===== config.mk =====
export PLATFORM = sky130hd
export DESIGN_NAME = debug_link_packet_receiver_flat
export DESIGN_NICKNAME = d
export VERILOG_FILES = /design/src/rtl/core/dlpr_pkg.sv /design/src/rtl/core/dlpr_if.sv /design/src/rtl/core/dlpr_deframer.sv /design/src/rtl/core/debug_link_packet_receiver.sv /design/src/flat_wrapper.sv
export VERILOG_INCLUDE_DIRS = /design/src /design/src/rtl/core
export SDC_FILE = /design/constraint.sdc
export NUM_CORES = 1
export LEC_CHECK = 0
export BUFFER_PORTS_ARGS = -buffer_cell sky130_fd_sc_hd__buf_2
export CAP_MARGIN = 20
export CORE_ASPECT_RATIO = 0.7
export CORE_MARGIN = 5
export CORE_UTILIZATION = 63
export CTS_CLUSTER_DIAMETER = 120
export DETAILED_ROUTE_END_ITERATION = 12
export PLACE_DENSITY = 0.93
export SLEW_MARGIN = 20
export SYNTH_ARGS = -nofsm -noshare
export SYNTH_HDL_FRONTEND = slang
export SYNTH_HIERARCHICAL = 1
export SYNTH_SLANG_ARGS = --single-unit

===== constraint.sdc =====
create_clock -name clock -period 12.1 [get_ports clock]
set_input_delay 1.21 -clock clock [delete_from_list [all_inputs] [get_ports clock]]
set_output_delay 1.21 -clock clock [all_outputs]
set_load 0.05 [all_outputs]

===== src/rtl/core/assert_macros.svh =====
// Assertion macros for the receiver RTL.
`ifndef ASSERT_MACROS_SVH
`define ASSERT_MACROS_SVH

// Checks a property at every rising clock edge, held off during reset.
`define DLPR_ASSERT(lbl, prop, msg) \
   lbl: assert property (@(posedge clock) disable iff (reset) (prop)) else $error(msg);

// Checks a property at every rising clock edge, also during reset.
`define DLPR_ASSERT_ALWAYS(lbl, prop, msg) \
   lbl: assert property (@(posedge clock) (prop)) else $error(msg);

`endif


===== src/rtl/core/dlpr_pkg.sv =====
`timescale 1ns / 1ps
package dlpr_pkg;

   localparam logic [7:0]  DATA_LEADER = 8'h30;
   localparam logic [7:0]  CTRL_LEADER = 8'h69;
   localparam logic [7:0]  TRAIL_BYTE  = 8'hAA;
   localparam logic [31:0] INITIAL_ID  = 32'h8080_0000;
   localparam logic [31:0] SYNC_BIT    = 32'h0000_0800;
   localparam logic [15:0] T_ACK       = 16'd4;
   localparam logic [15:0] T_RESEND    = 16'd5;
   localparam logic [15:0] T_RESET     = 16'd6;

   localparam logic [1:0] ACT_BYTE    = 2'd0;
   localparam logic [1:0] ACT_TIMEOUT = 2'd2;

   localparam logic [1:0] KIND_HDR    = 2'd0;
   localparam logic [1:0] KIND_DATA   = 2'd1;
   localparam logic [1:0] KIND_CTRL   = 2'd2;
   localparam logic [1:0] KIND_FINISH = 2'd3;

   localparam logic [1:0] ST_RECEIVED = 2'd0;
   localparam logic [1:0] ST_TIMEOUT  = 2'd1;
   localparam logic [1:0] ST_RESEND   = 2'd2;

   localparam logic [11:0] HDR_LEN_RESET = 12'd16;
   localparam logic [15:0] MAX_CNT_RESET = 16'd4000;
   localparam logic [11:0] DLEN_MAX      = 12'hFFF;

   localparam logic [7:0] REG_HDR_LEN = 8'd0;
   localparam logic [7:0] REG_MAX_CNT = 8'd1;

   localparam int FIFO_DEPTH = 4;

   typedef enum logic [3:0] {
      PH_LEADER = 4'd0,
      PH_TYPE   = 4'd1,
      PH_COUNT  = 4'd2,
      PH_ID     = 4'd3,
      PH_CSUM   = 4'd4,
      PH_HDR    = 4'd5,
      PH_DATA   = 4'd6,
      PH_TRAIL  = 4'd7
   } phase_type;

   typedef struct packed {
      logic [1:0]  action;
      logic [7:0]  rx_byte;
      logic [15:0] expected_type;
   } item_type;

   typedef struct packed {
      logic [1:0]  kind;
      logic [7:0]  payload_byte;
      logic [15:0] control_type;
      logic [31:0] control_id;
      logic [1:0]  status;
      logic [11:0] data_length;
      logic        last;
   } result_type;

   typedef struct packed {
      logic        write;
      logic [7:0]  index;
      logic [15:0] data;
   } cfg_wr_type;

   function automatic result_type mk_res(logic [1:0] kind, logic [7:0] pb, logic [15:0] ct,
                                         logic [31:0] cid, logic [1:0] st, logic [11:0] dl);
      result_type r;
      r.kind = kind;
      r.payload_byte = pb;
      r.control_type = ct;
      r.control_id = cid;
      r.status = st;
      r.data_length = dl;
      r.last = 1'b0;
      return r;
   endfunction

endpackage


===== src/rtl/core/dlpr_if.sv =====
`timescale 1ns / 1ps
// Input channel: one receive event per item.
interface dlpr_req_if;
   logic        valid;
   logic        ready;
   logic [1:0]  action;
   logic [7:0]  rx_byte;
   logic [15:0] expected_type;
   modport source (output valid, action, rx_byte, expected_type, input ready);
   modport sink (input valid, action, rx_byte, expected_type, output ready);
endinterface

// Result channel: one result per item.
interface dlpr_rsp_if;
   logic        valid;
   logic        ready;
   logic [1:0]  kind;
   logic [7:0]  payload_byte;
   logic [15:0] control_type;
   logic [31:0] control_id;
   logic [1:0]  status;
   logic [11:0] data_length;
   logic        last;
   modport source (output valid, kind, payload_byte, control_type, control_id, status,
                   data_length, last, input ready);
   modport sink (input valid, kind, payload_byte, control_type, control_id, status,
                 data_length, last, output ready);
endinterface

// Configuration write channel.
interface dlpr_csr_if;
   logic        valid;
   logic        ready;
   logic [7:0]  index;
   logic [15:0] data;
   modport source (output valid, index, data, input ready);
   modport sink (input valid, index, data, output ready);
endinterface


===== src/rtl/core/dlpr_deframer.sv =====
`timescale 1ns / 1ps
// Packet deframer: consumes one event per cycle while step is high and yields up to two results.
module dlpr_deframer (
   input  logic                 clock,
   input  logic                 reset,
   input  logic                 step,
   input  dlpr_pkg::item_type   item,
   input  dlpr_pkg::cfg_wr_type cfg,
   output logic [1:0]           res_count,
   output dlpr_pkg::result_type res0,
   output dlpr_pkg::result_type res1
);

   dlpr_pkg::phase_type phase_ff, phase_in;
   logic [2:0]  run_ff, run_in;
   logic [7:0]  lead_ff, lead_in;
   logic [1:0]  fidx_ff, fidx_in;
   logic [15:0] ptype_ff, ptype_in;
   logic [15:0] bcount_ff, bcount_in;
   logic [31:0] pid_ff, pid_in;
   logic [31:0] csum_ff, csum_in;
   logic [15:0] left_ff, left_in;
   logic [31:0] sum_ff, sum_in;
   logic [31:0] id_exp_ff, id_exp_in;
   logic [31:0] id_send_ff, id_send_in;
   logic [15:0] dlen_ff, dlen_in;
   logic [11:0] hdr_len_ff;
   logic [15:0] max_cnt_ff;

   logic [31:0] lane;
   logic [11:0] dlen_sat;
   logic        is_ctrl;

   assign lane = {24'd0, item.rx_byte} << {fidx_ff, 3'b000};
   assign dlen_sat = (dlen_ff > 16'(dlpr_pkg::DLEN_MAX)) ? dlpr_pkg::DLEN_MAX : dlen_ff[11:0];
   assign is_ctrl = (lead_ff == dlpr_pkg::CTRL_LEADER);

   // Next state and results for the current event.
   always_comb begin
      dlpr_pkg::result_type ack_r, rsd_r, fin_r;
      logic done;
      phase_in = phase_ff;
      run_in = run_ff;
      lead_in = lead_ff;
      fidx_in = fidx_ff;
      ptype_in = ptype_ff;
      bcount_in = bcount_ff;
      pid_in = pid_ff;
      csum_in = csum_ff;
      left_in = left_ff;
      sum_in = sum_ff;
      id_exp_in = id_exp_ff;
      id_send_in = id_send_ff;
      dlen_in = dlen_ff;
      res_count = 2'd0;
      res0 = '0;
      res1 = '0;
      done = 1'b0;
      rsd_r = dlpr_pkg::mk_res(dlpr_pkg::KIND_CTRL, 8'd0, dlpr_pkg::T_RESEND, 32'd0,
                               dlpr_pkg::ST_RECEIVED, 12'd0);
      ack_r = dlpr_pkg::mk_res(dlpr_pkg::KIND_CTRL, 8'd0, dlpr_pkg::T_ACK, pid_ff,
                               dlpr_pkg::ST_RECEIVED, 12'd0);
      fin_r = dlpr_pkg::mk_res(dlpr_pkg::KIND_FINISH, 8'd0, 16'd0, 32'd0,
                               dlpr_pkg::ST_RECEIVED, 12'd0);
      case (phase_ff)
         dlpr_pkg::PH_LEADER: begin
            if (item.action == dlpr_pkg::ACT_TIMEOUT) begin
               fin_r.status = dlpr_pkg::ST_TIMEOUT;
               res0 = fin_r;
               res_count = 2'd1;
               run_in = 3'd0;
               lead_in = 8'd0;
            end else if (item.action != dlpr_pkg::ACT_BYTE) begin
               run_in = 3'd0;
            end else if (item.rx_byte == dlpr_pkg::DATA_LEADER ||
                         item.rx_byte == dlpr_pkg::CTRL_LEADER) begin
               if (run_ff == 3'd0 || item.rx_byte != lead_ff) begin
                  lead_in = item.rx_byte;
                  run_in = 3'd1;
               end else begin
                  run_in = run_ff + 3'd1;
               end
               if (run_in >= 3'd4) begin
                  phase_in = dlpr_pkg::PH_TYPE;
                  fidx_in = 2'd0;
                  ptype_in = 16'd0;
                  bcount_in = 16'd0;
                  pid_in = 32'd0;
                  csum_in = 32'd0;
               end
            end else begin
               run_in = 3'd0;
            end
         end
         dlpr_pkg::PH_TYPE, dlpr_pkg::PH_COUNT, dlpr_pkg::PH_ID, dlpr_pkg::PH_CSUM: begin
            if (item.action == dlpr_pkg::ACT_TIMEOUT) begin
               fin_r.status = dlpr_pkg::ST_TIMEOUT;
               res0 = fin_r;
               res_count = 2'd1;
               phase_in = dlpr_pkg::PH_LEADER;
               run_in = 3'd0;
               lead_in = 8'd0;
            end else if (item.action != dlpr_pkg::ACT_BYTE) begin
               if (!is_ctrl) begin
                  res0 = rsd_r;
                  res_count = 2'd1;
               end
               phase_in = dlpr_pkg::PH_LEADER;
               run_in = 3'd0;
               lead_in = 8'd0;
            end else begin
               // Merge the byte into its little-endian lane.
               unique case (phase_ff)
                  dlpr_pkg::PH_TYPE:  ptype_in = ptype_ff | lane[15:0];
                  dlpr_pkg::PH_COUNT: bcount_in = bcount_ff | lane[15:0];
                  dlpr_pkg::PH_ID:    pid_in = pid_ff | lane;
                  default:            csum_in = csum_ff | lane;
               endcase
               if (phase_ff == dlpr_pkg::PH_TYPE || phase_ff == dlpr_pkg::PH_COUNT) begin
                  done = (fidx_ff >= 2'd1);
               end else begin
                  done = (fidx_ff == 2'd3);
               end
               if (!done) begin
                  fidx_in = fidx_ff + 2'd1;
               end else begin
                  fidx_in = 2'd0;
                  unique case (phase_ff)
                     dlpr_pkg::PH_TYPE: begin
                        if (is_ctrl && ptype_in == dlpr_pkg::T_RESEND) begin
                           fin_r.status = dlpr_pkg::ST_RESEND;
                           res0 = fin_r;
                           res_count = 2'd1;
                           phase_in = dlpr_pkg::PH_LEADER;
                           run_in = 3'd0;
                           lead_in = 8'd0;
                        end else begin
                           phase_in = dlpr_pkg::PH_COUNT;
                        end
                     end
                     dlpr_pkg::PH_COUNT: phase_in = dlpr_pkg::PH_ID;
                     dlpr_pkg::PH_ID:    phase_in = dlpr_pkg::PH_CSUM;
                     default: begin
                        // Header complete: decide on the packet.
                        if (is_ctrl) begin
                           if (ptype_ff == dlpr_pkg::T_ACK) begin
                              if (pid_ff == (id_send_ff & ~dlpr_pkg::SYNC_BIT) &&
                                  item.expected_type == dlpr_pkg::T_ACK) begin
                                 id_send_in = id_send_ff ^ 32'd1;
                                 res0 = fin_r;
                                 res_count = 2'd1;
                              end
                           end else if (ptype_ff == dlpr_pkg::T_RESET) begin
                              id_send_in = dlpr_pkg::INITIAL_ID;
                              id_exp_in = dlpr_pkg::INITIAL_ID;
                              res0 = rsd_r;
                              res0.control_type = dlpr_pkg::T_RESET;
                              res1 = fin_r;
                              res1.status = dlpr_pkg::ST_RESEND;
                              res_count = 2'd2;
                           end else if (ptype_ff == dlpr_pkg::T_RESEND) begin
                              fin_r.status = dlpr_pkg::ST_RESEND;
                              res0 = fin_r;
                              res_count = 2'd1;
                           end
                           phase_in = dlpr_pkg::PH_LEADER;
                           run_in = 3'd0;
                           lead_in = 8'd0;
                        end else if (item.expected_type == dlpr_pkg::T_ACK) begin
                           if (pid_ff == id_exp_ff) begin
                              res0 = rsd_r;
                              res1 = fin_r;
                              res_count = 2'd2;
                              id_send_in = id_send_ff ^ 32'd1;
                           end else begin
                              res0 = ack_r;
                              res_count = 2'd1;
                           end
                           phase_in = dlpr_pkg::PH_LEADER;
                           run_in = 3'd0;
                           lead_in = 8'd0;
                        end else if (bcount_ff > max_cnt_ff ||
                                     bcount_ff < {4'd0, hdr_len_ff}) begin
                           res0 = rsd_r;
                           res_count = 2'd1;
                           phase_in = dlpr_pkg::PH_LEADER;
                           run_in = 3'd0;
                           lead_in = 8'd0;
                        end else begin
                           dlen_in = bcount_ff - {4'd0, hdr_len_ff};
                           sum_in = 32'd0;
                           if (hdr_len_ff != 12'd0) begin
                              phase_in = dlpr_pkg::PH_HDR;
                              left_in = {4'd0, hdr_len_ff};
                           end else if (dlen_in != 16'd0) begin
                              phase_in = dlpr_pkg::PH_DATA;
                              left_in = dlen_in;
                           end else begin
                              phase_in = dlpr_pkg::PH_TRAIL;
                           end
                        end
                     end
                  endcase
               end
            end
         end
         dlpr_pkg::PH_HDR, dlpr_pkg::PH_DATA: begin
            if (item.action != dlpr_pkg::ACT_BYTE) begin
               res0 = rsd_r;
               res_count = 2'd1;
               phase_in = dlpr_pkg::PH_LEADER;
               run_in = 3'd0;
               lead_in = 8'd0;
            end else begin
               res0 = dlpr_pkg::mk_res((phase_ff == dlpr_pkg::PH_HDR) ? dlpr_pkg::KIND_HDR
                                       : dlpr_pkg::KIND_DATA, item.rx_byte, 16'd0, 32'd0,
                                       dlpr_pkg::ST_RECEIVED, 12'd0);
               res_count = 2'd1;
               sum_in = sum_ff + {24'd0, item.rx_byte};
               left_in = left_ff - 16'd1;
               if (left_in == 16'd0) begin
                  if (phase_ff == dlpr_pkg::PH_HDR && dlen_ff != 16'd0) begin
                     phase_in = dlpr_pkg::PH_DATA;
                     left_in = dlen_ff;
                  end else begin
                     phase_in = dlpr_pkg::PH_TRAIL;
                  end
               end
            end
         end
         dlpr_pkg::PH_TRAIL: begin
            res_count = 2'd1;
            if (item.action != dlpr_pkg::ACT_BYTE || item.rx_byte != dlpr_pkg::TRAIL_BYTE) begin
               res0 = rsd_r;
            end else if (item.expected_type != ptype_ff) begin
               res0 = ack_r;
            end else if (pid_ff != dlpr_pkg::INITIAL_ID &&
                         pid_ff != (dlpr_pkg::INITIAL_ID ^ 32'd1)) begin
               res0 = rsd_r;
            end else if (pid_ff != id_exp_ff) begin
               res0 = ack_r;
            end else if (sum_ff != csum_ff) begin
               res0 = rsd_r;
            end else begin
               res0 = ack_r;
               res1 = fin_r;
               res1.data_length = dlen_sat;
               res_count = 2'd2;
               id_exp_in = id_exp_ff ^ 32'd1;
            end
            phase_in = dlpr_pkg::PH_LEADER;
            run_in = 3'd0;
            lead_in = 8'd0;
         end
         default: begin
            phase_in = dlpr_pkg::PH_LEADER;
            run_in = 3'd0;
            lead_in = 8'd0;
         end
      endcase
      // Mark the final result of this event.
      if (res_count == 2'd1) res0.last = 1'b1;
      if (res_count == 2'd2) res1.last = 1'b1;
   end

   // Control and id state.
   always_ff @(posedge clock) begin
      if (reset) begin
         phase_ff <= dlpr_pkg::PH_LEADER;
         run_ff <= 3'd0;
         lead_ff <= 8'd0;
         fidx_ff <= 2'd0;
         ptype_ff <= 16'd0;
         bcount_ff <= 16'd0;
         pid_ff <= 32'd0;
         csum_ff <= 32'd0;
         left_ff <= 16'd0;
         sum_ff <= 32'd0;
         dlen_ff <= 16'd0;
         id_exp_ff <= dlpr_pkg::INITIAL_ID;
         id_send_ff <= dlpr_pkg::INITIAL_ID | dlpr_pkg::SYNC_BIT;
      end else if (step) begin
         phase_ff <= phase_in;
         run_ff <= run_in;
         lead_ff <= lead_in;
         fidx_ff <= fidx_in;
         ptype_ff <= ptype_in;
         bcount_ff <= bcount_in;
         pid_ff <= pid_in;
         csum_ff <= csum_in;
         left_ff <= left_in;
         sum_ff <= sum_in;
         dlen_ff <= dlen_in;
         id_exp_ff <= id_exp_in;
         id_send_ff <= id_send_in;
      end
   end

   // Configuration registers.
   always_ff @(posedge clock) begin
      if (reset) begin
         hdr_len_ff <= dlpr_pkg::HDR_LEN_RESET;
         max_cnt_ff <= dlpr_pkg::MAX_CNT_RESET;
      end else if (cfg.write) begin
         if (cfg.index == dlpr_pkg::REG_HDR_LEN) hdr_len_ff <= cfg.data[11:0];
         if (cfg.index == dlpr_pkg::REG_MAX_CNT) max_cnt_ff <= cfg.data;
      end
   end

endmodule


===== src/rtl/core/debug_link_packet_receiver.sv =====
`timescale 1ns / 1ps
// Channel    Dir  Payload
// req_chan   in   action, rx_byte, expected_type
// rsp_chan   out  kind, payload_byte, control_type, control_id, status, data_length, last
// csr_chan   in   index, data (always ready)
//
// Each event is decoded in the cycle it is accepted; its results enter a result queue.
// Results are stored as the event is accepted; each is offered once those ahead are taken.
// One event per cycle is taken while the queue has room for two results.
// An event with two results is popped as two results; such events set the sustained rate.
// Reset is synchronous and active high; it restores ids, phase and registers.
// A stalled result side fills the queue, and then the input side stops.
`include "assert_macros.svh"
module debug_link_packet_receiver #(
   parameter int Depth = dlpr_pkg::FIFO_DEPTH
) (
   input  logic       clock,
   input  logic       reset,
   dlpr_req_if.sink   req_chan,
   dlpr_rsp_if.source rsp_chan,
   dlpr_csr_if.sink   csr_chan
);

   localparam int AW = $clog2(Depth);

   dlpr_pkg::result_type fifo_mem [Depth];
   dlpr_pkg::result_type res0, res1, head;
   dlpr_pkg::item_type   item;
   dlpr_pkg::cfg_wr_type cfg;
   logic [AW-1:0] wr_ff, rd_ff;
   logic [AW:0]   count_ff, count_in;
   logic [1:0]    res_count;
   logic          step, pop;

   assign item.action = req_chan.action;
   assign item.rx_byte = req_chan.rx_byte;
   assign item.expected_type = req_chan.expected_type;
   assign cfg.write = csr_chan.valid;
   assign cfg.index = csr_chan.index;
   assign cfg.data = csr_chan.data;
   assign csr_chan.ready = 1'b1;

   assign req_chan.ready = (count_ff <= (AW+1)'(Depth - 2));
   assign step = req_chan.valid && req_chan.ready;
   assign pop = rsp_chan.valid && rsp_chan.ready;

   dlpr_deframer u_deframer (
      .clock     (clock),
      .reset     (reset),
      .step      (step),
      .item      (item),
      .cfg       (cfg),
      .res_count (res_count),
      .res0      (res0),
      .res1      (res1)
   );

   // Result queue storage.
   always_ff @(posedge clock) begin
      if (step && res_count != 2'd0) fifo_mem[wr_ff] <= res0;
      if (step && res_count == 2'd2) fifo_mem[wr_ff + AW'(1)] <= res1;
   end

   always_comb begin
      count_in = count_ff;
      if (step) count_in = count_in + (AW+1)'(res_count);
      if (pop) count_in = count_in - (AW+1)'(1);
   end

   // Queue pointers.
   always_ff @(posedge clock) begin
      if (reset) begin
         wr_ff <= '0;
         rd_ff <= '0;
         count_ff <= '0;
      end else begin
         if (step) wr_ff <= wr_ff + AW'(res_count);
         if (pop) rd_ff <= rd_ff + AW'(1);
         count_ff <= count_in;
      end
   end

   assign head = fifo_mem[rd_ff];
   assign rsp_chan.valid = (count_ff != '0);
   assign rsp_chan.kind = head.kind;
   assign rsp_chan.payload_byte = head.payload_byte;
   assign rsp_chan.control_type = head.control_type;
   assign rsp_chan.control_id = head.control_id;
   assign rsp_chan.status = head.status;
   assign rsp_chan.data_length = head.data_length;
   assign rsp_chan.last = head.last;

   `DLPR_ASSERT(a_count_bound, count_ff <= (AW+1)'(Depth), "queue overfilled")
   `DLPR_ASSERT(a_room_on_accept, step |-> count_ff <= (AW+1)'(Depth - 2), "no room for item")
   `DLPR_ASSERT(a_pop_drains, (pop && !step) |=> count_ff == $past(count_ff) - (AW+1)'(1),
      "queue count off")

endmodule


===== src/flat_wrapper.sv =====
// flat-port wrapper written by rule: the top's interface ports become plain ports
module debug_link_packet_receiver_flat 
#(
   parameter int Depth = dlpr_pkg::FIFO_DEPTH
)
  (clock, reset, req_chan_valid, req_chan_action, req_chan_rx_byte, req_chan_expected_type, req_chan_ready, rsp_chan_valid, rsp_chan_kind, rsp_chan_payload_byte, rsp_chan_control_type, rsp_chan_control_id, rsp_chan_status, rsp_chan_data_length, rsp_chan_last, rsp_chan_ready, csr_chan_valid, csr_chan_index, csr_chan_data, csr_chan_ready);
  dlpr_req_if req_chan_i ();
  dlpr_rsp_if rsp_chan_i ();
  dlpr_csr_if csr_chan_i ();
  input  logic clock;
  input  logic reset;
  input wire logic [$bits(req_chan_i.valid)-1:0] req_chan_valid;
  input wire logic [$bits(req_chan_i.action)-1:0] req_chan_action;
  input wire logic [$bits(req_chan_i.rx_byte)-1:0] req_chan_rx_byte;
  input wire logic [$bits(req_chan_i.expected_type)-1:0] req_chan_expected_type;
  output wire logic [$bits(req_chan_i.ready)-1:0] req_chan_ready;
  output wire logic [$bits(rsp_chan_i.valid)-1:0] rsp_chan_valid;
  output wire logic [$bits(rsp_chan_i.kind)-1:0] rsp_chan_kind;
  output wire logic [$bits(rsp_chan_i.payload_byte)-1:0] rsp_chan_payload_byte;
  output wire logic [$bits(rsp_chan_i.control_type)-1:0] rsp_chan_control_type;
  output wire logic [$bits(rsp_chan_i.control_id)-1:0] rsp_chan_control_id;
  output wire logic [$bits(rsp_chan_i.status)-1:0] rsp_chan_status;
  output wire logic [$bits(rsp_chan_i.data_length)-1:0] rsp_chan_data_length;
  output wire logic [$bits(rsp_chan_i.last)-1:0] rsp_chan_last;
  input wire logic [$bits(rsp_chan_i.ready)-1:0] rsp_chan_ready;
  input wire logic [$bits(csr_chan_i.valid)-1:0] csr_chan_valid;
  input wire logic [$bits(csr_chan_i.index)-1:0] csr_chan_index;
  input wire logic [$bits(csr_chan_i.data)-1:0] csr_chan_data;
  output wire logic [$bits(csr_chan_i.ready)-1:0] csr_chan_ready;
  assign req_chan_i.valid = req_chan_valid;
  assign req_chan_i.action = req_chan_action;
  assign req_chan_i.rx_byte = req_chan_rx_byte;
  assign req_chan_i.expected_type = req_chan_expected_type;
  assign req_chan_ready = req_chan_i.ready;
  assign rsp_chan_valid = rsp_chan_i.valid;
  assign rsp_chan_kind = rsp_chan_i.kind;
  assign rsp_chan_payload_byte = rsp_chan_i.payload_byte;
  assign rsp_chan_control_type = rsp_chan_i.control_type;
  assign rsp_chan_control_id = rsp_chan_i.control_id;
  assign rsp_chan_status = rsp_chan_i.status;
  assign rsp_chan_data_length = rsp_chan_i.data_length;
  assign rsp_chan_last = rsp_chan_i.last;
  assign rsp_chan_i.ready = rsp_chan_ready;
  assign csr_chan_i.valid = csr_chan_valid;
  assign csr_chan_i.index = csr_chan_index;
  assign csr_chan_i.data = csr_chan_data;
  assign csr_chan_ready = csr_chan_i.ready;
  debug_link_packet_receiver #(.Depth(Depth)) u_core (.clock(clock), .reset(reset), .req_chan(req_chan_i), .rsp_chan(rsp_chan_i), .csr_chan(csr_chan_i));
endmodule

Yosys cells after proc, flatten, opt, wreduce, memory -nomap -nowiden. Memory sizes are Yosys's and may differ from the RTL's. A register that Yosys moved wholly into a read port is not among the register bits. Index checks and enable logic that the tools add are counted. Widths: inputs -> output; s select.

Bits in registers: 276. Bits in writable memories: 292. Bits of input ports: 55. Output and inout bits: 76. Logic and storage cells: 362. Memories: 1.

Memory list: u_core.fifo_mem (depth 4, bits a word 73, read ports 1, clocked after memory_dff 1, wr ports 2, line debug_link_packet_receiver.sv:26) `dlpr_pkg::result_type fifo_mem [Depth];`.

Add/subtract/negate cells: 10. Magnitude comparators: 6. Equal/unequal tests: 63. Shift-type cells: 1. Multiplexer cells: 199. Bitwise operators: 14. Reductions and logical operators: 48.

Operators by type and width (count): $mux 73 (28); $mux 32 (27); $mux 16 (25); $pmux 73 s2 (2); $pmux 73 s4 (1); $mux 48 (6); $pmux 32 s2 (4); $mux 8 (12); $pmux 16 s2 (3); $eq 16x3->1 const B (5); $eq 32x32->1 (2); $ne 32x32->1 (2); $ne 32x32->1 const B (2); $or 32x32->32 (2); $mux 3 (21); $reduce_and 9->1 (6); $mux 2 (24); $ne 2x2->1 const B (23); $mux 4 (9); $add 32x8->32 (1); $or 16x16->16 (2); $reduce_bool 16->1 (2); $shl 8x5->32 (1); $reduce_and 10->1 (3); other kinds (58) (128).

Logic depth before layout (Yosys ltp). Gate-level depths: netlist (run 1).

Depth in word-level cells: 18. Gate-level depth with buffers: 19. Depth with buffers taken out: 19.

By module. Netlist (run 1), hierarchy kept.

By module, submodules not included: debug_link_packet_receiver (instances 1, cells an instance 778, area an instance 14958.1 um^2, seq. area each 8948.6 um^2); dlpr_deframer (instances 1, cells an instance 1610, area an instance 12903.6 um^2, seq. area each 4164.0 um^2).

Worst setup path before layout (run 1). OpenSTA, ideal clock, no wires.

Path type: input port to flip-flop. From: in req_chan_rx_byte[5]. To: mem u_core/fifo_mem[3][0] in the netlist's numbering, enable pin. Library setup time: 0.609 ns. Arrival: 8.856 ns. Required time: 11.491 ns. Slack: 2.635 ns. Stages: 11. Buffers on the path: 2. Path through: clkbuf_1 -> nor4b_1 -> nand3_1 -> or4_1 -> or3_1 -> clkbuf_1 -> o211ai_1 -> o211ai_1 -> and2b_4 -> a21oi_1 -> nor3b_1.

RTL lines: from (decl) (line flat_wrapper.sv:14) `input wire logic [$bits(req_chan_i.rx_byte)-1:0] req_chan_rx_byte;`; to (decl) (line debug_link_packet_receiver.sv:26).

==> reports/results.tsv, run 1 <==
stage	metric	value	unit
status	status	completed	
final_layout	final_cells	3063	
grt	number_of_antenna_violations_at_the_first_check_in_global_routing	2	
final_layout	sequential_cell_area	13120	um2
synthesis	synth.yosys.warnings	6	
worst_setup_path	worst-path-max-fanout	51	
floorplanning	floorplan.die_area	48600	um2
drt	drtAntennaViolNets	0	
sta	report.final.setup_viol	0	
final_layout	utilization	68.78	%
worst_setup_path	critical_path.startpoint	u_core/u_deframer/bcount_ff[0]	
worst_setup_path	critical_path.slowest_cell	sky130_fd_sc_hd__buf_4	
pwr	power_per_cell_area	149.3	nW/um2
worst_setup_path	cp.depth	16	
worst_setup_path	setup.worst_path.start_class	register	
synthesis	postSynthRegisterBits	509	
final_layout	mostFrequentLayoutCells	sky130_fd_sc_hd__edfxtp_1, sky130_fd_sc_hd__mux2_2, sky130_fd_sc_hd__dfxtp_1	
drt	routed_via_count_divided_by_cell_count	6.631	
placed_design	gp_congestion	0.9456	
synthesis	synth_sequential_area_ratio	47.06	%
floorplanning	floorplan.io_pins	131	
sta	slew_viol_final	0	
grt	grt_pass1_wl	114500	um
drt	postRouteWirelength	73900	um
synthesis	syn_inst	2388	
sta	timing.final.crit_share	51.50	%
clock_network	clkLatencyLatePin	0.59	ns
synthesis	synth_area	27860	um2
worst_setup_path	timing.critical_path.slowest_cell_delay	0.81	ns
worst_setup_path	worst-r2r-cell-count	16	
pwr	leakage	11.34	nW
worst_setup_path	reg2reg_to	u_core/fifo_mem[0][63]	
synthesis	synth_async_sr_flop_share	0	%
pwr	power.clock.fraction	37.0	%
final_layout	multiInputGateArea	13350	um2
drt	drt_pass1_iterations	6	
grt	grt_start_max_net_pins	87	
worst_setup_path	cpMostUsedCell	sky130_fd_sc_hd__a21oi_1	
grt	globalRouteTotalUtil	29.77	%
worst_setup_path	arrival	6.57	ns
clock_network	post_cts_sizing_count	0	
worst_setup_path	r2r-start	u_core/u_deframer/bcount_ff[0]	
placed_design	detailedPlacementHpwl	47310	um
placed_design	placed_cells_incl_taps	2968	
worst_setup_path	worst-path-buf-inv	2	
worst_setup_path	crit_end	u_core/fifo_mem[0][63]	
pwr	power.switching_fraction	30.70	%
clock_network	worst_setup_hold_path_clk_slew	0.07	ns
clock_network	numCtsBuffers	49	
worst_setup_path	cp.required	12.44	ns
worst_setup_path	worst_path_dominant_cell_family	compound AO/OA/AOI/OAI gates	
pwr	internal_power	3.112	mW
sta	period_minus_slack	6.231	ns
clock_network	clock_sinks	509	
sta	clock_skew	0.01816	ns
placed_design	placed_area	28290	um2
final_layout	most_common_cell_after_layout_fill_and_taps_aside	sky130_fd_sc_hd__edfxtp_1	
final_layout	layout-drive-gt1-share	26.10	%
worst_setup_path	worst_setup_path_end_kind	register	
worst_setup_path	r2r_setup_slack	5.87	ns
pwr	sequentialPowerShare	42.4	%
grt	number_of_global_route_vias_before_repair	20110	
clock_network	cts_tree	built	
grt	grt-ovfl-total	0	
clock_network	cts_setup_buffers	0	
hold_path	hold_path.class	reg2reg	
flow_run	timing.max_cap.violations	0	
sta	timing.fmax	160.5	MHz
pwr	total_power	4.490	mW
drt	routed-via-count	20310	
clock_network	clock_root_buffer	sky130_fd_sc_hd__clkbuf_16	
placed_design	dp_worst_setup_slack	5.756	ns
sta	timing.final.ws_setup	5.869	ns
floorplanning	num_rows	64	
floorplanning	initial_utilization	63.72	%
pwr	comb_power_share	20.6	%
pwr	switchingPower	1.379	mW
final_layout	layout_net_count	2529	
synthesis	ys_dominant_reg_cell	sky130_fd_sc_hd__edfxtp_1	
worst_setup_path	timing.setup.critical_path_class	reg2reg	
placed_design	port_buffers	129	
sta	setup_total_negative_slack	0	ns
sta	tightestPinTransition	1.193	ns
floorplanning	die_w	261.4	um
drt	drcViolationCount	0	
sta	slew_headroom	20.27	%
worst_setup_path	crit_chain	inv_1, ha_1, fa_1, nor2b_1, o31ai_1, a21oi_1, a2111o_1, o211a_1, o21ai_0, a21oi_1, o211ai_1, and2b_4, nand3_2, nor2_4, buf_4, mux2_2	
clock_network	cts_max_level	2	
floorplanning	chipHeight	185.9	um
clock_network	ctsLongestPathBuffers	3	
pwr	ir_worst_vdd	0.0001090	V
synthesis	synth_cell_type_count	90	
sta	rsz0062_at_grt	no	
drt	initialDrtViolationCount	2780	
final_layout	fill_cells	2964	
clock_network	cts.hold.buffers_added	0	
synthesis	synth-edff-count	292	
sta	hold_violations	0	
final_layout	areaGrowthSynthToFinish	7.926	%
drt	routed_wire_length_per_instance	24.13	um
sta	fin_worst_hold_slack	0.4663	ns
final_layout	final_cell_area	30070	um2
floorplanning	floorplan.core_area	43720	um2
synthesis	avgSynthCellArea	11.67	um2
[power by group through the flow]
stage                     clock [mW]  combinational [mW]  sequential (mW)
after floorplan                    0               0.754             1.91
after global placement             0               0.909             1.94
after detailed placement           0               0.914             1.94
after CTS                       1.67               0.919             1.91
after global routing            1.75               0.969             1.91
final                           1.66               0.923             1.91
[worst min-delay path by stage]
stage	slack, ns	start	endpoint	depth (start not counted)
floorplan	0.43	u_core/u_deframer/id_send_ff[23]	u_core/u_deframer/id_send_ff[23]	1
global placement	0.44	u_core/u_deframer/id_send_ff[23]	u_core/u_deframer/id_send_ff[23]	1
detailed placement	0.44	u_core/u_deframer/id_send_ff[23]	u_core/u_deframer/id_send_ff[23]	1
CTS	0.46	u_core/u_deframer/id_send_ff[23]	u_core/u_deframer/id_send_ff[23]	1
global route	0.49	u_core/u_deframer/id_exp_ff[23]	u_core/u_deframer/id_exp_ff[23]	1
finish	0.47	u_core/u_deframer/id_send_ff[23]	u_core/u_deframer/id_send_ff[23]	1
[layer usage]
layer  up-vias  track usage, %  part of all wire (%)
li1       8905               -                     -
met1      9951           41.63                    39
met2      1292           47.51                    46
met3       164           6.550                    12
met4         0           8.466                   2.6
met5         -               0                     0
[Yosys cell counts (all sizes together) (48+ instances only)]
cell	n	area, um2
inv	62	232.7
mux4	73	1644
buf	149	1154
nand2	110	412.9
xnor2	48	420.4
edfxtp	292	8768
mux2	302	3675
a31oi	72	450.4
a21oi	102	510.5
mux2i	51	510.5
dfxtp	217	4344
clkbuf	100	375.4
nor2b	52	332.8
nor2	191	719.4
[cell families (layout without fill, tap and decap cells)]
family          count (synthesis)  after routing  share of synthesized area, %
mux                           426            426                         20.92
simple gates                  621            621                         11.28
other cells                     2             85                       0.02695
xor+xnor                       94             94                         2.955
buf+inv                       313            311                         6.350
compound gates                375            375                         9.170
flops                         509            509                         47.06
fa+ha+maj                      48             48                         2.236
[flip-flops by register name (all words and copies together), names as in the netlist, 8 cells and up, named ones only]
| name | flops |
|---|---|
| u_core/u_deframer/hdr_len_ff | 12 |
| u_core/u_deframer/sum_ff | 32 |
| u_core/fifo_mem | 292 |
| u_core/u_deframer/left_ff | 16 |
| u_core/u_deframer/lead_ff | 8 |
| u_core/u_deframer/max_cnt_ff | 16 |
| u_core/u_deframer/csum_ff | 32 |
| u_core/u_deframer/pid_ff | 32 |
| u_core/u_deframer/bcount_ff | 16 |
| u_core/u_deframer/dlen_ff | 16 |
| u_core/u_deframer/ptype_ff | 16 |
[area by class of cell]
cell class                      instances  area share, %
Multi-Input combinational cell       1647          44.40
Sequential cell                       509          43.63
Clock buffer                           59          4.436
Timing Repair Buffer                  155          2.888
Tap cell                              594          2.472
Clock inverter                         33          1.361
Inverter                               64         0.7989
Antenna cell                            2        0.01664
(Power assumes the default switching activity.)
==> run 2: changes to the inputs <==
--- a/config.mk
+++ b/config.mk
@@ -6,14 +6,15 @@
 export SDC_FILE = /design/constraint.sdc
 export NUM_CORES = 1
 export LEC_CHECK = 0
+export ABC_AREA = 1
 export BUFFER_PORTS_ARGS = -buffer_cell sky130_fd_sc_hd__buf_2
 export CAP_MARGIN = 20
 export CORE_ASPECT_RATIO = 0.7
 export CORE_MARGIN = 5
-export CORE_UTILIZATION = 63
+export CORE_UTILIZATION = 57
 export CTS_CLUSTER_DIAMETER = 120
 export DETAILED_ROUTE_END_ITERATION = 12
-export PLACE_DENSITY = 0.93
+export PLACE_DENSITY = 0.9
 export SLEW_MARGIN = 20
 export SYNTH_ARGS = -nofsm -noshare
 export SYNTH_HDL_FRONTEND = slang
==> constraint.sdc (replaced) <==
create_clock -name clock -period 5.6 [get_ports clock]
set_input_delay 0.56 -clock clock [delete_from_list [all_inputs] [get_ports clock]]
set_output_delay 0.56 -clock clock [all_outputs]
set_load 0.05 [all_outputs]
==> run 2 against run 1 <==
Against the previous run:
- combinational power up 100%
- power up 110%
- first-iteration DRC count up 24%
- maximum frequency up 26%
- core utilization down 7.1 points
- clock skew up 0.0031 ns
- routed wire length up 11%
- worst setup slack worse by 5.2 ns
- register-to-register slack worse by 5.2 ns
- sequential power up 110%
- die area up 15%
- critical endpoint is now u_core/fifo_mem[2][40]
- highest routed layer is now met5
==> reports/results.tsv, run 2 <==
stage	metric	value	unit	change
status	status	completed		
worst_setup_path	timing.setup.critical_path_class	reg2reg		
synthesis	synth-edff-count	292		unchanged
floorplanning	initial_utilization	57.48	%	-6.2 points
final_layout	layout-drive-gt1-share	9.023	%	-17 points
synthesis	postSynthRegisterBits	509		unchanged
final_layout	largest_reg_flops	292		unchanged
placed_design	gp_congestion	0.9860		+4.3%
sta	tightestPinTransition	1.076	ns	-0.1173 ns
pwr	leakage	12.38	nW	+9.1%
drt	postRouteWirelength	82000	um	+11%
final_layout	most_common_cell_after_layout_fill_and_taps_aside	sky130_fd_sc_hd__nand2_1		
flow_run	timing.max_cap.violations	0		unchanged
worst_setup_path	critical_path.slowest_cell	sky130_fd_sc_hd__nor3_1		
synthesis	synth_top_family_by_area	simple AND/OR/NAND/NOR gates		
drt	routed_wire_length_per_instance	18.09	um	-25%
drt	drcViolationCount	0		unchanged
floorplanning	die_w	280.2	um	+7.2%
grt	grt-ovfl-total	0		unchanged
pwr	power_per_cell_area	304.3	nW/um2	+100%
placed_design	dp_worst_setup_slack	0.8603	ns	-4.896 ns
synthesis	post_synth_fa_ha_maj_area_fraction	2.139	%	-0.097 points
sta	timing.final.ws_setup	0.6582	ns	-5.211 ns
synthesis	synth_top_area_cell	sky130_fd_sc_hd__edfxtp_1		
clock_network	cts.hold.buffers_added	0		unchanged
grt	globalRouteTotalUtil	28.34	%	-1.4 points
placed_design	placed_cells_incl_taps	4437		+49%
drt	routed-via-count	26270		+29%
placed_design	detailedPlacementHpwl	55620	um	+18%
synthesis	post_synth_xor_area_fraction	1.533	%	-1.4 points
sta	period_minus_slack	4.942	ns	-1.289 ns
grt	grt_pass1_wl	128100	um	+12%
synthesis	synth.yosys.warnings	6		unchanged
worst_setup_path	worst_setup_path_end_kind	register		
final_layout	final_cell_area	31230	um2	+3.9%
worst_setup_path	worst_path_dominant_cell_family	simple AND/OR/NAND/NOR gates		
worst_setup_path	setup.worst_path.start_class	register		
clock_network	ctsLongestPathBuffers	3		unchanged
clock_network	clock_sinks	509		unchanged
floorplanning	floorplan.core_area	50680	um2	+16%
sta	timing.final.crit_share	88.25	%	+37 points
sta	report.final.setup_viol	0		unchanged
sta	slew_headroom	28.28	%	+8.0 points
worst_setup_path	crit_chain	buf_4, clkinv_1, buf_4, nor3_1, a21oi_1, nand4_1, nor2_1, nand3_1, a21oi_1, nand2_1, nand2_1, nand2_1, nand3_1, inv_1, nand2_1, nor2_4, nand2_8, buf_4, buf_4, nand2_1, o21ai_2		
clock_network	clkLatencyLatePin	0.61	ns	+0.02 ns
final_layout	areaGrowthSynthToFinish	7.211	%	
hold_path	hold_path.class	in2reg		
synthesis	syn_inst	3786		+59%
synthesis	muxShareOfSynthArea	0	%	-21 points
synthesis	synth_async_sr_flop_share	0	%	unchanged
clock_network	cts_max_level	2		unchanged
final_layout	layout_net_count	3918		+55%
placed_design	placed_area	29500	um2	+4.3%
synthesis	synth_simple_gate_area_share	21.67	%	+10 points
grt	number_of_global_route_vias_before_repair	23980		+19%
pwr	ir_worst_vdd	0.0003705	V	+240%
worst_setup_path	cp.required	5.94	ns	-6.50 ns
drt	drt_pass1_iterations	7		+1
synthesis	synth.top_cells.by_area	sky130_fd_sc_hd__edfxtp_1, sky130_fd_sc_hd__dfxtp_1, sky130_fd_sc_hd__nand2_1		
clock_network	clock_root_buffer	sky130_fd_sc_hd__clkbuf_16		
final_layout	mostFrequentLayoutCells	sky130_fd_sc_hd__nand2_1, sky130_fd_sc_hd__inv_1, sky130_fd_sc_hd__nor2_1		
clock_network	cts_tree	built		
synthesis	synth_cell_type_count	54		-40%
grt	grt_start_max_net_pins	95		+9.2%
worst_setup_path	worst-path-buf-inv	6		+4
sta	slew_viol_final	0		unchanged
synthesis	synth.most_common_cell	sky130_fd_sc_hd__nand2_1		
sta	rsz0062_at_grt	no		
floorplanning	floorplan.die_area	55800	um2	+15%
placed_design	port_buffers	129		unchanged
floorplanning	chipHeight	199.1	um	+7.1%
synthesis	synth_area	29130	um2	+4.6%
worst_setup_path	timing.critical_path.slowest_cell_delay	0.68	ns	-0.13 ns
worst_setup_path	arrival	5.28	ns	-1.29 ns
worst_setup_path	cpMostUsedCell	sky130_fd_sc_hd__nand2_1		
sta	timing.fmax	202.4	MHz	+26%
clock_network	cts_setup_buffers	0		unchanged
drt	routed_via_count_divided_by_cell_count	5.794		-13%
final_layout	regMostFlops	u_core/fifo_mem		
sta	setup_total_negative_slack	0	ns	unchanged
drt	initialDrtViolationCount	3451		+24%
clock_network	post_cts_sizing_count	0		unchanged
drt	drtAntennaViolNets	0		unchanged
synthesis	yosysTopAreaCellShare	30.10	%	-1.4 points
final_layout	final_cells	4534		+48%
grt	number_of_antenna_violations_at_the_first_check_in_global_routing	4		+2
floorplanning	floorplan.io_pins	131		unchanged
worst_setup_path	worst-path-max-fanout	80		+57%
clock_network	numCtsBuffers	50		+2.0%
sta	hold_violations	0		unchanged
synthesis	synth_sequential_area_ratio	45.01	%	-2.1 points
sta	clock_skew	0.02121	ns	+0.003052 ns
floorplanning	num_rows	69		+7.8%
synthesis	yosys-top-cells-count	sky130_fd_sc_hd__nand2_1, sky130_fd_sc_hd__inv_1, sky130_fd_sc_hd__nor2_1		
synthesis	ys_dominant_reg_cell	sky130_fd_sc_hd__edfxtp_1		
clock_network	worst_setup_hold_path_clk_slew	0.06	ns	about the same
synthesis	avgSynthCellArea	7.695	um2	-34%
synthesis	compound_gate_portion_of_the_synthesized_area	17.86	%	+8.7 points
run 2: changes by cell type after synthesis, moves of 69 or more:
cell,before,now
sky130_fd_sc_hd__a21oi_1,102,285
sky130_fd_sc_hd__mux2_4,73,0
sky130_fd_sc_hd__a31oi_1,72,3
sky130_fd_sc_hd__nand2_1,110,850
sky130_fd_sc_hd__o21ai_0,31,273
sky130_fd_sc_hd__mux2_2,223,0
sky130_fd_sc_hd__nor2_1,190,392
sky130_fd_sc_hd__mux4_2,73,0
sky130_fd_sc_hd__inv_1,62,403
sky130_fd_sc_hd__o21ai_1,2,230
run 2: layer usage:
layer	global-route usage (%)	routed length [um]	vias to the layer above
met3	5.676	9685	208
met1	40.43	33560	12000
met2	43.71	35950	1507
met5	0	22	-
met4	9.526	2787	4
li1	-	-	12550
run 2: final timing paths:
| check | start | end | slack [ns] | cells after the start |
|---|---|---|---|---|
| worst max register to register | u_core/u_deframer/fidx_ff[0] | u_core/fifo_mem[2][40] | 0.66 | 21 |
| worst max-delay path | u_core/u_deframer/fidx_ff[0] | u_core/fifo_mem[2][40] | 0.66 | 21 |
| worst min-delay path | csr_chan_data[5] | u_core/u_deframer/max_cnt_ff[5] | 0.20 | 3 |
| worst min register to register | u_core/u_deframer/csum_ff[3] | u_core/u_deframer/csum_ff[3] | 0.47 | 2 |
run 2: worst register-to-register path, cell delays in order (launching register included):
cell and delay, ns:
sky130_fd_sc_hd__dfxtp_1 0.30, sky130_fd_sc_hd__buf_4 0.22, sky130_fd_sc_hd__clkinv_1 0.36, sky130_fd_sc_hd__buf_4 0.29, sky130_fd_sc_hd__nor3_1 0.68, sky130_fd_sc_hd__a21oi_1 0.25
sky130_fd_sc_hd__nand4_1 0.13, sky130_fd_sc_hd__nor2_1 0.05, sky130_fd_sc_hd__nand3_1 0.13, sky130_fd_sc_hd__a21oi_1 0.14, sky130_fd_sc_hd__nand2_1 0.09, sky130_fd_sc_hd__nand2_1 0.05
sky130_fd_sc_hd__nand2_1 0.07, sky130_fd_sc_hd__nand3_1 0.13, sky130_fd_sc_hd__inv_1 0.10, sky130_fd_sc_hd__nand2_1 0.08, sky130_fd_sc_hd__nor2_4 0.31, sky130_fd_sc_hd__nand2_8 0.08
sky130_fd_sc_hd__buf_4 0.34, sky130_fd_sc_hd__buf_4 0.53, sky130_fd_sc_hd__nand2_1 0.26, sky130_fd_sc_hd__o21ai_2 0.07
run 2: area by class of cell:
class | instances | area (um2)
clock buffer | 75 | 1415
sequential | 509 | 13120
tap | 674 | 843.3
fill | 4265 | 19440
inverter | 414 | 1558
multi-input combinational | 2670 | 12980
antenna | 3 | 7.507
timing repair buffer | 170 | 1016
clock inverter | 19 | 299.0
run 2: logic make-up (layout without fill, tap and decap cells):
group	count (synthesis)	in the layout
simple gates	1528	1528
compound gates	960	960
buf+inv	688	678
flops	509	509
xor+xnor	51	51
fa+ha+maj	48	48
other cells	2	86
run 2: power breakdown:
group / leakage [nW] / internal (mW) / switching, mW / total [mW]
sequential: 4.50 / 4.01 / 0.0686 / 4.08
combinational: 7.04 / 0.392 / 1.48 / 1.87
clock: 0.834 / 2.04 / 1.51 / 3.55
total: 12.4 / 6.44 / 3.06 / 9.50
run 2: through the flow:
step	utilization [%]	hold slack, ns	total power [mW]
floorplan	-	0.4247	5.543
global placement	58.21	0.4410	5.983
detailed placement	58.21	0.4534	6.009
CTS	61.59	0.1817	9.515
global route	61.63	0.1930	9.839
finish	61.63	0.2007	9.503
